<file path="src/rtl/brc_pkg.sv">
// Shared constants and the modulo-65535 fold for the byte recurrence checksum.
`timescale 1ns / 1ps

package brc_pkg;

    // Widths of the word fields and of the recurrence terms
    localparam int unsigned DATA_W  = 8;
    localparam int unsigned TERM_W  = 16;
    localparam int unsigned INDEX_W = 8;

    // Width of the product (byte + alpha) * current term
    localparam int unsigned PROD_W  = DATA_W + 1 + TERM_W;

    // Checksum modulus and recurrence constants
    localparam logic [TERM_W:0]    CHK_MOD      = 17'd65535;
    localparam logic [TERM_W-1:0]  FIRST_OFFSET = 16'd7;
    localparam logic [TERM_W-1:0]  TERM_ONE     = 16'd1;

    // Reduce a 25-bit magnitude modulo 65535: 2^16 is 1 mod 65535, so add the
    // high part onto the low part and take off one modulus at most once.
    function automatic logic [TERM_W-1:0] fold_mod(input logic [PROD_W-1:0] value);
        logic [TERM_W:0] sum;
        logic [TERM_W:0] red;
        sum = {1'b0, value[TERM_W-1:0]}
            + {{(TERM_W + 1 - (PROD_W - TERM_W)){1'b0}}, value[PROD_W-1:TERM_W]};
        red = (sum >= CHK_MOD) ? (sum - CHK_MOD) : sum;
        return red[TERM_W-1:0];
    endfunction

endpackage

</file>
<file path="src/rtl/brc_step.sv">
// One step of the checksum recurrence: the next term from a byte and the stored terms.
`timescale 1ns / 1ps

module brc_step (
    input  logic [brc_pkg::DATA_W-1:0]  i_data_byte,
    input  logic                        i_first_byte,
    input  logic [brc_pkg::INDEX_W-1:0] i_index,
    input  logic [brc_pkg::TERM_W-1:0]  i_current,
    input  logic [brc_pkg::TERM_W-1:0]  i_previous,
    output logic [brc_pkg::TERM_W-1:0]  o_next
);
    import brc_pkg::*;

    logic [INDEX_W-1:0] alpha;
    logic [INDEX_W-1:0] beta;
    logic [DATA_W:0]    factor;
    logic [PROD_W-1:0]  pos;
    logic [PROD_W-1:0]  neg;
    logic               non_neg;
    logic [PROD_W-1:0]  mag;
    logic [TERM_W-1:0]  rem;
    logic [TERM_W:0]    wrap;
    logic [TERM_W:0]    wrap_red;
    logic [TERM_W-1:0]  later_term;

    // alpha = 17*i and beta = 31*i, both mod 256, by shift and add
    assign alpha = i_index + {i_index[INDEX_W-5:0], 4'b0000};
    assign beta  = {i_index[INDEX_W-6:0], 5'b00000} - i_index;

    // Form both products and the signed difference as sign and magnitude
    assign factor  = {1'b0, i_data_byte} + {1'b0, alpha};
    assign pos     = {{(PROD_W - DATA_W - 1){1'b0}}, factor}
                   * {{(PROD_W - TERM_W){1'b0}}, i_current};
    assign neg     = {{(PROD_W - INDEX_W){1'b0}}, beta}
                   * {{(PROD_W - TERM_W){1'b0}}, i_previous};
    assign non_neg = (pos >= neg);
    assign mag     = non_neg ? (pos - neg) : (neg - pos);
    assign rem     = fold_mod(mag);

    // Negative difference: the 64-bit wrap leaves (1 - d) mod 65535
    assign wrap     = (CHK_MOD + 17'd1) - {1'b0, rem};
    assign wrap_red = (wrap >= CHK_MOD) ? (wrap - CHK_MOD) : wrap;

    assign later_term = non_neg ? rem : wrap_red[TERM_W-1:0];

    // First byte of a message restarts the recurrence
    assign o_next = i_first_byte
                  ? ({{(TERM_W - DATA_W){1'b0}}, i_data_byte} + FIRST_OFFSET)
                  : later_term;

endmodule

</file>
<file path="src/rtl/byte_recurrence_checksum_unit.sv">
// Top level of the byte recurrence checksum: input register, step logic, result register.
`timescale 1ns / 1ps

// Byte recurrence checksum. Feed a message one byte per word, marking the
// opening byte with first_byte and the closing one with last_byte; every word
// returns one checksum word, the running term after that byte, and is_final
// echoes last_byte so the word carrying the message result is flagged. The
// unit takes one byte per cycle sustained while the output is not stalled. A
// byte lands in an input register at the edge that accepts it, the recurrence
// step (two small multiplies, a subtract and a fold modulo 65535) runs against
// the stored terms in the cycle that follows, and the result lands in the
// output register at the next edge on which that register is free. While the
// output is stalled with both registers full, the input stall follows the
// output stall in the same cycle. A byte without first_byte before any first
// byte continues from the reset terms (both 1) at index 0.

module byte_recurrence_checksum_unit (
    input  logic                        i_clk,
    input  logic                        i_rst_n,
    input  logic                        i_valid,
    output logic                        o_stall,
    input  logic [brc_pkg::DATA_W-1:0]  i_data_byte,
    input  logic                        i_first_byte,
    input  logic                        i_last_byte,
    output logic                        o_valid,
    input  logic                        i_stall,
    output logic [brc_pkg::TERM_W-1:0]  o_checksum,
    output logic                        o_is_final
);
    import brc_pkg::*;

    // Input register
    logic                r_s1_valid;
    logic [DATA_W-1:0]   r_s1_data;
    logic                r_s1_first;
    logic                r_s1_last;

    // Recurrence state
    logic [INDEX_W-1:0]  r_index;
    logic [TERM_W-1:0]   r_current;
    logic [TERM_W-1:0]   r_previous;

    // Result register
    logic                r_out_valid;
    logic [TERM_W-1:0]   r_out_sum;
    logic                r_out_final;

    logic                out_load;
    logic                advance;
    logic                accept;
    logic [TERM_W-1:0]   n_term;
    logic [INDEX_W-1:0]  n_index;

    // Handshake: the result register frees whenever it is empty or being taken
    assign out_load = !r_out_valid || !i_stall;
    assign advance  = r_s1_valid && out_load;
    assign o_stall  = r_s1_valid && !out_load;
    assign accept   = i_valid && !o_stall;

    brc_step u_step (
        .i_data_byte  (r_s1_data),
        .i_first_byte (r_s1_first),
        .i_index      (r_index),
        .i_current    (r_current),
        .i_previous   (r_previous),
        .o_next       (n_term)
    );

    assign n_index = r_s1_first ? INDEX_W'(1) : (r_index + INDEX_W'(1));

    // Control: valid flags and recurrence state
    always_ff @(posedge i_clk) begin
        if (!i_rst_n) begin
            r_s1_valid  <= 1'b0;
            r_out_valid <= 1'b0;
            r_index     <= '0;
            r_current   <= TERM_ONE;
            r_previous  <= TERM_ONE;
        end else begin
            if (accept) begin
                r_s1_valid <= 1'b1;
            end else if (advance) begin
                r_s1_valid <= 1'b0;
            end
            if (out_load) begin
                r_out_valid <= r_s1_valid;
            end
            if (advance) begin
                r_index    <= n_index;
                r_current  <= n_term;
                r_previous <= r_s1_first ? TERM_ONE : r_current;
            end
        end
    end

    // Payload: capture the word, then the result; hold both while stalled
    always_ff @(posedge i_clk) begin
        if (accept) begin
            r_s1_data  <= i_data_byte;
            r_s1_first <= i_first_byte;
            r_s1_last  <= i_last_byte;
        end
        if (advance) begin
            r_out_sum   <= n_term;
            r_out_final <= r_s1_last;
        end
    end

    assign o_valid    = r_out_valid;
    assign o_checksum = r_out_sum;
    assign o_is_final = r_out_final;

    // A delivered checksum is always a residue modulo 65535
    a_sum_range: assert property (@(posedge i_clk) disable iff (!i_rst_n)
        r_out_valid |-> ({1'b0, r_out_sum} < CHK_MOD))
        else $error("checksum word out of range");

    // The input side stalls only when a word waits in the input register
    a_stall_cause: assert property (@(posedge i_clk) disable iff (!i_rst_n)
        !r_s1_valid |-> !o_stall)
        else $error("stall raised with empty input register");

    // A first byte restarts the index at one and the older term at one
    a_first_restart: assert property (@(posedge i_clk) disable iff (!i_rst_n)
        (advance && r_s1_first) |=> (r_index == INDEX_W'(1)) && (r_previous == TERM_ONE))
        else $error("first byte did not restart the recurrence");

    // A later byte advances the index by one and shifts the terms
    a_later_shift: assert property (@(posedge i_clk) disable iff (!i_rst_n)
        (advance && !r_s1_first) |=> (r_index == $past(r_index) + INDEX_W'(1))
                                     && (r_previous == $past(r_current)))
        else $error("later byte did not advance the recurrence");

    // The result register reloads only from a word that advanced
    a_result_source: assert property (@(posedge i_clk) disable iff (!i_rst_n)
        (out_load && !r_s1_valid) |=> !r_out_valid)
        else $error("result word appeared without a source word");

endmodule

</file>
<file path="config.mk">
export PLATFORM = sky130hd
export DESIGN_NAME = byte_recurrence_checksum_unit
export DESIGN_NICKNAME = d
export VERILOG_FILES = /design/src/rtl/brc_pkg.sv /design/src/rtl/brc_step.sv /design/src/rtl/byte_recurrence_checksum_unit.sv
export SDC_FILE = /design/constraint.sdc
export NUM_CORES = 1
export LEC_CHECK = 0
export ABC_AREA = 1
export BUFFER_PORTS_ARGS = -buffer_cell sky130_fd_sc_hd__buf_4
export CAP_MARGIN = 20
export CORE_ASPECT_RATIO = 0.7
export CORE_MARGIN = 8
export CORE_UTILIZATION = 30
export CTS_BUF_LIST = sky130_fd_sc_hd__clkbuf_4
export DETAILED_ROUTE_END_ITERATION = 6
export SLEW_MARGIN = 15
export SYNTH_ARGS = -nofsm -noshare
export SYNTH_HDL_FRONTEND = slang
export SYNTH_HIERARCHICAL = 1
export SYNTH_SLANG_ARGS = --single-unit
</file>
<file path="constraint.sdc">
create_clock -name i_clk -period 20.9 [get_ports i_clk]
set_input_delay 2.09 -clock i_clk [delete_from_list [all_inputs] [get_ports i_clk]]
set_output_delay 2.09 -clock i_clk [all_outputs]
set_load 0.1 [all_outputs]
</file>
==> impl_metrics.env <==
export IMPL_status="finished clean"
export IMPL_design_area_um2=17700
export IMPL_routed_top_layer="met4"
export IMPL_clock_tree_root_cell="clkbuf_4"
export IMPL_area_growth_syn_to_layout_pct=6.77
export IMPL_start_util_pct=30.2
export IMPL_cap_violations=0
export IMPL_grt_util_all_layers_pct=15.2
export IMPL_drt_met1_wl_mm=25.6
export IMPL_fillCellCount=5993
export IMPL_cts_buffers=9
export IMPL_detail_route_vias_per_cell=4.69
export IMPL_layout_setup_ws_ns=4.85
export IMPL_ys_seq_elements=69
export IMPL_yosysTopAreaCell="fa_1"
export IMPL_place_area_um2=17500
export IMPL_drt_first_pass_iters=5
export IMPL_grt_pass1_wl_mm=77.2
export IMPL_critPathMostFrequentCell="nand2_1"
export IMPL_synth_edff_count=27
export IMPL_cts_tree="yes"
export IMPL_fin_crit_ns=16.05
export IMPL_rows=72
export IMPL_synthTopCellsByArea="fa_1, ha_1, nand2_1"
export IMPL_worst_path_buf_inv=10
export IMPL_finalSetupTns_ns=0
export IMPL_crit_arrival_ns=16.45
export IMPL_clk_pin_slew_ns=0.12
export IMPL_synth_warnings=6
export IMPL_layout_drive_gt1_share_pct=6.76
export IMPL_slew_headroom_pct=47.1
export IMPL_synthesis_area_um2=16500
export IMPL_ant_nets=0
export IMPL_routabilityCongestion=0.927
export IMPL_synth_top_cell_area_share_pct=22.7
export IMPL_synth_main_ff_cell="dfxtp_1"
export IMPL_max_freq_ghz=0.0623
export IMPL_place_ws_ns=4.96
export IMPL_slowest_stage="fa_1"
export IMPL_worstSetupPathType="flip-flop to flip-flop"
export IMPL_wl_mm=48.5
export IMPL_wire_per_inst_um=15.4
export IMPL_cts_resized=0
export IMPL_syn_avg_cell_area_um2=6.89
export IMPL_cts_max_level=3
export IMPL_die_w_um=297
export IMPL_synthCells=2403
export IMPL_dr_wl_met3_mm=4.36
export IMPL_slew_violations=0
export IMPL_vias=14800
export IMPL_grt_pass1_vias=13900
export IMPL_clk_latency_ns=0.48
export IMPL_whs_ns=0.435
export IMPL_die_area_um2=63000
export IMPL_multi_input_area_um2=12700
export IMPL_tightest_slew_ns=0.790
export IMPL_dr_wl_met2_mm=17.9
export IMPL_rsz0062_at_grt="no"
export IMPL_seq_area_um2=1650
export IMPL_hold_viol_final=0
export IMPL_clockBufferDepth=2
export IMPL_startpoint_type="flip-flop"
export IMPL_hpwl_mm=41.4
export IMPL_num_io_pins=33
export IMPL_cp_end_kind="flip-flop"
export IMPL_cp_required_ns=21.30
export IMPL_grt_ovfl_total=0
export IMPL_drt_iter0_drc=1327
export IMPL_synth_nets=2771
export IMPL_path_delay_family="simple AND/OR/NAND/NOR gates"
export IMPL_path_max_fanout=43
export IMPL_core_area_um2=54900
export IMPL_port_buffers=32
export IMPL_cts_hold_buffers=0
export IMPL_hp_class="flip-flop to flip-flop"
export IMPL_synthArstFlopShare_pct=0
export IMPL_grt_max_degree=55
export IMPL_fp_dieH_um=212
export IMPL_finalSetupViolations=0
export IMPL_clkSinkCount=69
export IMPL_nets=2773
export IMPL_synth_seq_area_share_pct=9.98
export IMPL_finalCritPeriodShare_pct=76.8
export IMPL_cts_setup_buffers=0
export IMPL_antenna_found_initial=1
export IMPL_synthDistinctLibCells=54
export IMPL_skew_ns=0.0113
export IMPL_cpPeakStageDelay_ns=0.55
export IMPL_drc=0
[registers in the layout, summed over array words and instances (netlist names)]
signal	count
r_s1_data	8
o_is_final	1
r_previous	16
r_s1_first	1
r_s1_valid	1
o_checksum	16
r_current	16
r_s1_last	1
r_index	8
o_valid	1
[cells in the mapped netlist, types with 10 or more instances]
master	instances
nand2_1	529
inv_1	513
nor2_1	289
fa_1	188
ha_1	166
a21oi_1	117
nand3_1	93
o21ai_0	83
xor2_1	66
dfxtp_1	42
nand2_2	29
nand4_1	28
edfxtp_1	27
nor3_1	27
xnor2_1	24
clkbuf_1	22
nor2_2	18
nand3_2	14
inv_2	12
o21bai_1	10
[layout by cell type, fill, tap and decap left out, types with 18 or more instances in the layout]
cell | synthesis | final
edfxtp_1 | 27 | 27
xor2_1 | 66 | 66
buf_4 | 8 | 39
ha_1 | 166 | 166
nor2_1 | 289 | 289
nand4_1 | 28 | 28
nand3_1 | 93 | 93
nor2_2 | 18 | 18
fa_1 | 188 | 188
dfxtp_1 | 42 | 42
nand2_2 | 29 | 29
inv_1 | 513 | 513
xnor2_1 | 24 | 24
o21ai_0 | 83 | 83
a21oi_1 | 117 | 117
nand2_1 | 529 | 529
nor3_1 | 27 | 27
[layout make-up]
cell class | instances | share of cell area [%]
Multi-Input combinational cell | 1761 | 71.7
Timing Repair Buffer | 39 | 1.66
Clock buffer | 10 | 0.425
Tap cell | 740 | 5.24
Sequential cell | 69 | 9.35
Antenna cell | 1 | 0.0142
Inverter | 525 | 11.2
Clock inverter | 6 | 0.496
[per-layer routing]
layer	vias up	global-route usage (%)
li1	7354	-
met1	6896	24.3
met2	500	20.5
met3	35	3.63
met4	0	2.08
met5	-	0
[through the flow]
step | utilization [%] | std cells
finish | 32.2 | 3151
global placement | 31.9 | 3134
floorplan | - | 2403
detailed placement | 31.9 | 3134
global route | 32.2 | 3151
CTS | 32.2 | 3150
[cell families (layout without fill, tap and decap cells)]
family | after synthesis | after routing | synth area share (%)
buffers and inverters | 573 | 580 | 13.6
muxes | 2 | 2 | 0.121
xor gates and xnor gates | 90 | 90 | 4.76
and+or+nand+nor | 1056 | 1056 | 27.4
other | 0 | 1 | 0
AOI/OAI and AO/OA | 259 | 259 | 8.84
adders and majority gates | 354 | 354 | 35.3
DFF | 69 | 69 | 9.98
[worst paths after layout]
check	from	end	slack, ns	depth (start not counted)
setup / recovery	r_index[4]$_SDFFE_PN0P_	r_current[0]$_SDFFE_PN1P_	4.85	82
hold / removal	r_s1_last$_DFFE_PP_	o_is_final$_DFFE_PP_	0.43	0
setup reg to reg	r_index[4]$_SDFFE_PN0P_	r_current[0]$_SDFFE_PN1P_	4.85	82
hold reg to reg	r_s1_last$_DFFE_PP_	o_is_final$_DFFE_PP_	0.43	0
Power is not shown: default switching activity piles up to over one toggle a cycle in this logic, so the estimate is an artifact.
